<file path="config.mk">
export PLATFORM = sky130hd
export DESIGN_NAME = gmv_tally
export DESIGN_NICKNAME = d
export VERILOG_FILES = /design/src/gmv_pkg.sv /design/src/gmv_tally.sv
export SDC_FILE = /design/constraint.sdc
export NUM_CORES = 1
export LEC_CHECK = 0
export ABC_CLOCK_PERIOD_IN_PS = 10900
export BUFFER_PORTS_ARGS = -buffer_cell sky130_fd_sc_hd__clkbuf_2
export CELL_PAD_IN_SITES_DETAIL_PLACEMENT = 0
export CELL_PAD_IN_SITES_GLOBAL_PLACEMENT = 1
export CORE_ASPECT_RATIO = 1.2
export CORE_MARGIN = 1.5
export CORE_UTILIZATION = 51
export DETAILED_ROUTE_END_ITERATION = 6
export PLACE_DENSITY = 0.94
export SETUP_SLACK_MARGIN = 0.05
export SLEW_MARGIN = 20
export SYNTH_ARGS = -nofsm -noshare
export SYNTH_HDL_FRONTEND = slang
export SYNTH_SLANG_ARGS = --single-unit
</file>
<file path="constraint.sdc">
create_clock -name clk -period 10.9 [get_ports clk]
set_input_delay 0.545 -clock clk [delete_from_list [all_inputs] [get_ports clk]]
set_output_delay 0.545 -clock clk [all_outputs]
set_load 0.03 [all_outputs]
</file>
<file path="src/gmv_pkg.sv">
package gmv_pkg;

  // Grid geometry and cell state width
  localparam int MAX_ROWS   = 64;
  localparam int MAX_COLS   = 64;
  localparam int STATE_BITS = 2;

  localparam int NUM_VALUES = 1 << STATE_BITS;
  localparam int ROW_W      = (MAX_ROWS > 1) ? $clog2(MAX_ROWS) : 1;
  localparam int COL_W      = (MAX_COLS > 1) ? $clog2(MAX_COLS) : 1;
  localparam int BANK_AW    = ROW_W + COL_W;
  localparam int RAM_AW     = BANK_AW + 1;
  localparam int CNT_W      = 4;

  // Field and register widths
  localparam int ACT_W      = 2;
  localparam int IDX_W      = 12;
  localparam int VAL_W      = 2;
  localparam int DIM_W      = 7;
  localparam int PROD_W     = 2 * DIM_W;
  localparam int DIV_STEPS  = IDX_W;
  localparam int STEP_W     = $clog2(DIV_STEPS + 1);

  // Configuration port
  localparam int APB_AW     = 4;
  localparam int APB_DW     = 32;

  localparam logic [1:0] REG_ROWS  = 2'd0;
  localparam logic [1:0] REG_COLS  = 2'd1;
  localparam logic [1:0] REG_NBHD  = 2'd2;
  localparam logic [1:0] REG_BOUND = 2'd3;

  // Action codes
  localparam logic [ACT_W-1:0] ACT_LOAD    = 2'd0;
  localparam logic [ACT_W-1:0] ACT_UPDATE  = 2'd1;
  localparam logic [ACT_W-1:0] ACT_ADVANCE = 2'd2;

  // Neighbour offset codes along one axis
  localparam logic [1:0] OFS_MINUS = 2'd0;
  localparam logic [1:0] OFS_ZERO  = 2'd1;
  localparam logic [1:0] OFS_PLUS  = 2'd2;

  typedef struct packed {
    logic [ACT_W-1:0] action;
    logic [IDX_W-1:0] cell_index;
    logic [VAL_W-1:0] cell_value;
  } in_item_t;

  typedef struct packed {
    logic [VAL_W-1:0] new_value;
    logic [IDX_W-1:0] result_index;
  } out_item_t;

  typedef enum logic [2:0] {
    S_IDLE,
    S_DECODE,
    S_DIVIDE,
    S_GATHER,
    S_DRAIN,
    S_WRITE
  } state_t;

endpackage

</file>
<file path="src/gmv_tally.sv">
module gmv_tally (
  input  logic                            clk,
  input  logic                            rst_n,
  input  logic                            clear,
  input  logic                            inc,
  input  logic [gmv_pkg::STATE_BITS-1:0]  value,
  output logic [gmv_pkg::STATE_BITS-1:0]  best
);

  import gmv_pkg::*;

  logic [CNT_W-1:0] hist_r [NUM_VALUES];
  logic [CNT_W-1:0] best_cnt;

  // Count each neighbour state
  always_ff @(posedge clk) begin
    if (!rst_n) begin
      for (int k = 0; k < NUM_VALUES; k++) begin
        hist_r[k] <= '0;
      end
    end else if (clear) begin
      for (int k = 0; k < NUM_VALUES; k++) begin
        hist_r[k] <= '0;
      end
    end else if (inc) begin
      hist_r[value] <= hist_r[value] + CNT_W'(1);
    end
  end

  // Pick the highest count, smallest value on a tie
  always_comb begin
    best     = '0;
    best_cnt = hist_r[0];
    for (int k = 1; k < NUM_VALUES; k++) begin
      if (hist_r[k] > best_cnt) begin
        best     = STATE_BITS'(k);
        best_cnt = hist_r[k];
      end
    end
  end

endmodule

</file>
==> impl_metrics.csv, run 1 <==
group,metric,value,unit
clock_tree,numClockSinks,16,
power,power_leakage,0.506,nW
synthesis,synthesis.nets,121,
synthesis,yosysSeqAreaShare,0.414,
drt,ant_nets,0,
synthesis,synth_area_leaders,"edfxtp_1 41%, ha_1 14%, nor2_1 6.5%, mux4_2 5.8%, mux2_2 4.8%",
synthesis,synth.most_common_cell,"nor2_1",
floorplanning,die_h,55.3,um
synthesis,synthFlopType,"edfxtp_1",
clock_tree,clkTransAtPathRegs,90,ps
power,vdd.ir_drop.worst,0.103,mV
power,power.density,126,nW/um^2
critical_path,cpPeakStageDelay,440,ps
cells_and_area,fillers,187,
drt,drt-initial-drc-count,14,
floorplanning,pin_count,8,
floorplanning,rows,18,
timing,relSlewSlack,0.713,
clock_tree,cts.repair.resized,0,
cells_and_area,areaGrowthSynthToFinish,6.57,%
drt,viasPerCell,5.61,
critical_path,crit_fanout,6,
critical_path,cp_num_buf_inv,1,
cells_and_area,multi_input_area,621,sq um
clock_tree,cts_tree,"done",
cells_and_area,largest_reg_flops,16,
grt,grt_util_all_layers,0.195,
cells_and_area,seq_area,480,sq um
clock_tree,postCtsHoldBufs,0,
synthesis,yosys_warnings,0,
power,power,156,uW
placed_design,dpl_cell_area,1210,sq um
synthesis,syn_inst,102,
hold_path,hold_path.class,"in2reg",
critical_path,rr_worst_depth,4,
critical_path,reg2reg_slack,8860,ps
grt,antenna_found_initial,0,
floorplanning,die_x,46.6,um
critical_path,critical_path.cell_chain,"ha_1 -> o21ai_0 -> a21oi_1 -> o21ai_2 -> mux2_2 -> ha_1 -> nand2b_1 -> a21oi_1 -> nor2_1 -> a41oi_2 -> mux2_2 -> ha_1 -> nor2b_1 -> o21a_1 -> o21a_1 -> o21ai_0 -> o21ai_0 -> clkbuf_2",
clock_tree,cts_root_buffer,"clkbuf_4",
critical_path,cp_slowest_cell,"edfxtp_1",
critical_path,cp.depth,18,
critical_path,cp-end-kind,"primary output",
drt,totalWireLength,2210,um
cells_and_area,layout-drive-gt1-share,0.207,
grt,grt_pass1_wl,3660,um
cells_and_area,reg.largest.list,"hist_r: 16 flops",
critical_path,path_class,"reg2out",
timing,slew_violations,0,
clock_tree,htreeDepth,1,
synthesis,synth_largest_area_cell,"edfxtp_1",
floorplanning,design.core.area,2090,sq um
cells_and_area,fin_util,0.591,
synthesis,synth_edf_count,16,
synthesis,yosys.area.top_type_share,0.414,
clock_tree,cts_buffer_depth,2,
clock_tree,post_cts_buffers,0,
placed_design,io_buffer_count,7,
synthesis,netlist_area,1160,sq um
timing,setup-tns-final,0,ps
cells_and_area,antennaDiodeCount,0,
timing,skew,0.733,ps
timing,period_share,0.452,
synthesis,async_flop_share,0,
critical_path,start_kind,"flop",
hold_path,holdPathStages,3,
clock_tree,clock_latency,280,ps
timing,finalHoldViolCount,0,
drt,vias,791,
drt,dr.pass1.iters,4,
grt,globalRoute.totalOverflow,0,
timing,rsz0062_at_grt,"no",
grt,grt_pass1_vias,803,
floorplanning,start_util,0.554,
synthesis,ys_ff_latch,16,
outcome,status,"finished clean",
placed_design,place_hpwl,1790,um
cells_and_area,fin_area,1240,sq um
drt,wire_per_inst,15.7,um
critical_path,cp.required,10360,ps
timing,fin_crit,4930,ps
synthesis,avgSynthCellArea,11.4,sq um
drt,route.detailed.drc,0,
cells_and_area,largest_register,"hist_r",
critical_path,critical_path_arrival,4390,ps
timing,setup_viol,0,
critical_path,cp_top_family,"compound AO/OA/AOI/OAI gates",
job,drv_cap,0,
synthesis,ys_types,24,
clock_tree,cts-buffers-inserted,3,
cells_and_area,final_nets,131,
placed_design,gp_congestion,0.800,
grt,grt_max_degree,10,
timing,clock.fmax,203,MHz
timing,worstMarginPinSlew,428,ps
floorplanning,die-area,2570,sq um
synthesis,synth_commonest_cells,"20 x nor2_1, 16 x edfxtp_1, 13 x ha_1",
## layout make-up
| type | instances | area share |
|---|---|---|
| multi-input combinational | 74 | 0.502 |
| sequential | 16 | 0.388 |
| inverter | 10 | 0.0303 |
| tap | 30 | 0.0303 |
| timing repair buffer | 7 | 0.0283 |
| clock buffer | 3 | 0.0182 |
| clock inverter | 1 | 0.00303 |
## metal layers
metal,global-route usage,share of wire,vias up
met5,0,0,-
met4,0.0816,0.022,0
met3,0.0163,0.031,7
met2,0.331,0.55,19
met1,0.242,0.40,381
li1,-,-,384
## cell usage in the layout (no fill, tap or decap), drive strengths merged
master	synthesis	layout
nand2b	3	3
ha	13	13
or3	1	1
clkinv	0	1
mux2	5	5
a41oi	1	1
inv	10	10
nand3	1	1
xnor2	1	1
o21a	2	2
o21ai	5	5
nand4b	1	1
xor2	1	1
nor2	20	20
nand2	6	6
mux4	4	4
nand4	3	3
edfxtp	16	16
a21oi	2	2
clkbuf	0	10
mux2i	3	3
nor2b	1	1
and2b	1	1
## worst register-to-register path, delay by kind of cell, from the launching register on
kind,cells,cell delay [ps]
XOR/XNOR,1,380
adder cells (fa/ha/maj),1,260
flip-flops,1,440
multiplexers,1,610
AND/OR/NAND/NOR,1,90
## where the power goes
part,internal [mW],switching [mW],leakage [nW]
clock,0.0133,0.0177,0.0154
combinational,0.0216,0.0303,0.312
sequential,0.0708,0.00281,0.179
## worst paths after layout
kind | endpoint | from
worst max-delay path | best[0] | hist_r[1][2]
worst min-delay path | hist_r[2][1] | inc
worst max register to register | hist_r[0][2] | hist_r[1][0]
worst min register to register | hist_r[3][0] | hist_r[3][0]
## stage by stage
| stage | setup slack, ps | hold slack, ps | instances |
|---|---|---|---|
| global placement | 6370 | 921 | 137 |
| floorplan | 6550 | 847 | 102 |
| CTS | 5960 | 752 | 141 |
| finish | 5970 | 755 | 141 |
| detailed placement | 6270 | 949 | 137 |
| global route | 5670 | 782 | 141 |
## cells by family after synthesis
group / Yosys count / share of synthesized area
AOI/OAI and AO/OA: 10 / 0.0603
xor gates and xnor gates: 2 / 0.0216
adders and majority gates: 13 / 0.140
buffers and inverters: 12 / 0.0517
DFF: 16 / 0.414
muxes: 12 / 0.155
and+or+nand+nor: 37 / 0.157
(Power assumes the default switching activity.)
==> inputs of run 2 (changes only) <==
--- a/config.mk
+++ b/config.mk
@@ -5,15 +5,15 @@
 export SDC_FILE = /design/constraint.sdc
 export NUM_CORES = 1
 export LEC_CHECK = 0
-export ABC_CLOCK_PERIOD_IN_PS = 10900
+export ABC_CLOCK_PERIOD_IN_PS = 5050
 export BUFFER_PORTS_ARGS = -buffer_cell sky130_fd_sc_hd__clkbuf_2
 export CELL_PAD_IN_SITES_DETAIL_PLACEMENT = 0
 export CELL_PAD_IN_SITES_GLOBAL_PLACEMENT = 1
 export CORE_ASPECT_RATIO = 1.2
 export CORE_MARGIN = 1.5
-export CORE_UTILIZATION = 51
+export CORE_UTILIZATION = 47
 export DETAILED_ROUTE_END_ITERATION = 6
-export PLACE_DENSITY = 0.94
+export PLACE_DENSITY = 0.88
 export SETUP_SLACK_MARGIN = 0.05
 export SLEW_MARGIN = 20
 export SYNTH_ARGS = -nofsm -noshare
==> constraint.sdc (replaced) <==
create_clock -name clk -period 5.05 [get_ports clk]
set_input_delay 0.2525 -clock clk [delete_from_list [all_inputs] [get_ports clk]]
set_output_delay 0.2525 -clock clk [all_outputs]
set_load 0.03 [all_outputs]
==> impl_metrics.csv, run 2 (same netlist as run 1, synthesis figures left out) <==
group,metric,value,unit
outcome,status,"finished clean",
critical_path,reg2reg_slack,3030,ps
timing,worstMarginPinSlew,441,ps
cells_and_area,areaGrowthSynthToFinish,6.68,%
timing,rsz0062_at_grt,"no",
clock_tree,numClockSinks,16,
critical_path,crit_fanout,6,
drt,vias,776,
timing,clock.fmax,215,MHz
grt,globalRoute.totalOverflow,0,
timing,finalHoldViolCount,0,
floorplanning,design.core.area,2310,sq um
floorplanning,die_h,57.5,um
critical_path,critical_path_arrival,4410,ps
power,power_leakage,0.506,nW
timing,skew,3.18,ps
grt,grt_max_degree,10,
grt,antenna_found_initial,0,
power,switching_share,0.318,
clock_tree,clkTransAtPathRegs,90,ps
grt,grt_pass1_wl,3530,um
power,vdd.ir_drop.worst,0.166,mV
placed_design,place_hpwl,1690,um
cells_and_area,layout-drive-gt1-share,0.207,
cells_and_area,largest_register,"hist_r",
cells_and_area,final_cell_mix,"20 x nor2_1, 16 x edfxtp_1, 13 x ha_1",
power,p_seq_frac,0.475,
floorplanning,pin_count,8,
clock_tree,cts_tree,"done",
floorplanning,die_x,48.4,um
power,combPwrFrac,0.329,
floorplanning,rows,19,
cells_and_area,largest_reg_flops,16,
placed_design,gp_congestion,0.741,
timing,period_share,0.923,
placed_design,pre_cts_ws,699,ps
drt,wire_per_inst,14.0,um
cells_and_area,fillers,204,
drt,dr.pass1.iters,4,
timing,slew_violations,0,
power,p_sw,106,uW
placed_design,io_buffer_count,7,
power,clockPowerShare,0.197,
timing,fin_crit,4660,ps
drt,ant_nets,0,
cells_and_area,final_nets,131,
power,p_int,227,uW
cells_and_area,reg.largest.list,"hist_r: 16 flops",
power,power.density,269,nW/um^2
clock_tree,post_cts_buffers,0,
grt,grt_util_all_layers,0.162,
cells_and_area,mostFrequentLayoutCell,"nor2_1",
timing,layout_setup_ws,388,ps
clock_tree,cts_root_buffer,"clkbuf_4",
clock_tree,postCtsHoldBufs,0,
timing,setup_viol,0,
drt,route.detailed.drc,0,
clock_tree,cts_buffer_depth,2,
drt,viasPerCell,5.46,
job,drv_cap,0,
cells_and_area,antennaDiodeCount,0,
floorplanning,die-area,2780,sq um
critical_path,path_class,"reg2out",
clock_tree,htreeDepth,1,
timing,relSlewSlack,0.704,
floorplanning,start_util,0.504,
critical_path,cp-end-kind,"primary output",
hold_path,hold_path.class,"in2reg",
clock_tree,clock_latency,280,ps
drt,drt-initial-drc-count,18,
critical_path,start_kind,"flop",
clock_tree,cts-buffers-inserted,3,
clock_tree,cts.repair.resized,0,
timing,setup-tns-final,0,ps
drt,totalWireLength,1990,um
grt,grt_pass1_vias,826,
critical_path,cp.required,4800,ps
-- run 2: cell counts in the layout (fill, tap and decap cells not counted) --
No cell type changed its count.
-- run 2: cell type report --
type | count | area (sq um) | share of cell area
Clock inverter | 1 | 3.75 | 0.00303
Multi-Input combinational cell | 74 | 621 | 0.501
Sequential cell | 16 | 480 | 0.388
Clock buffer | 3 | 22.5 | 0.0182
Inverter | 10 | 37.5 | 0.0303
Tap cell | 31 | 38.8 | 0.0313
Timing Repair Buffer | 7 | 35.0 | 0.0283
-- run 2: metal layers --
| metal | vias to the layer above | track usage | wire length (um) |
|---|---|---|---|
| li1 | 386 | - | - |
| met1 | 374 | 0.190 | 844 |
| met2 | 12 | 0.312 | 1080 |
| met3 | 4 | 0.0105 | 34 |
| met4 | 0 | 0.0571 | 25 |
| met5 | - | 0 | 0 |
-- run 2: worst paths after layout --
kind	startpoint	endpoint	cells past startpoint
max	hist_r[1][2]	best[0]	18
min	inc	hist_r[3][0]	3
min reg2reg	hist_r[3][0]	hist_r[1][0]	2
max reg2reg	hist_r[1][0]	hist_r[3][2]	4
-- run 2: critical path: stages (launching register included) --
cell	delay [ps]
edfxtp_1	450
ha_1	330
o21ai_0	140
a21oi_1	70
o21ai_2	270
mux2_2	390
ha_1	170
nand2b_1	130
a21oi_1	140
nor2_1	70
a41oi_2	290
mux2_2	380
ha_1	280
nor2b_1	140
o21a_1	160
o21a_1	160
o21ai_0	240
o21ai_0	130
clkbuf_2	200
-- run 2: power groups by stage --
stage | clock network (mW) | logic [mW] | registers (mW)
floorplan | 0 | 0.0886 | 0.159
global placement | 0 | 0.106 | 0.162
detailed placement | 0 | 0.110 | 0.162
CTS | 0.0654 | 0.111 | 0.158
global route | 0.0699 | 0.122 | 0.160
finish | 0.0655 | 0.110 | 0.158
-- run 2: stage by stage --
step	instances	hold slack [ps]	total power, mW	utilization	area [sq um]
2_1_floorplan	102	613	0.247	-	1160
6_report	142	478	0.333	0.537	1240
4_1_cts	142	467	0.335	0.537	1240
5_1_grt	142	493	0.352	0.537	1240
3_5_place_dp	138	763	0.272	0.526	1210
3_3_place_gp	138	759	0.268	0.526	1210
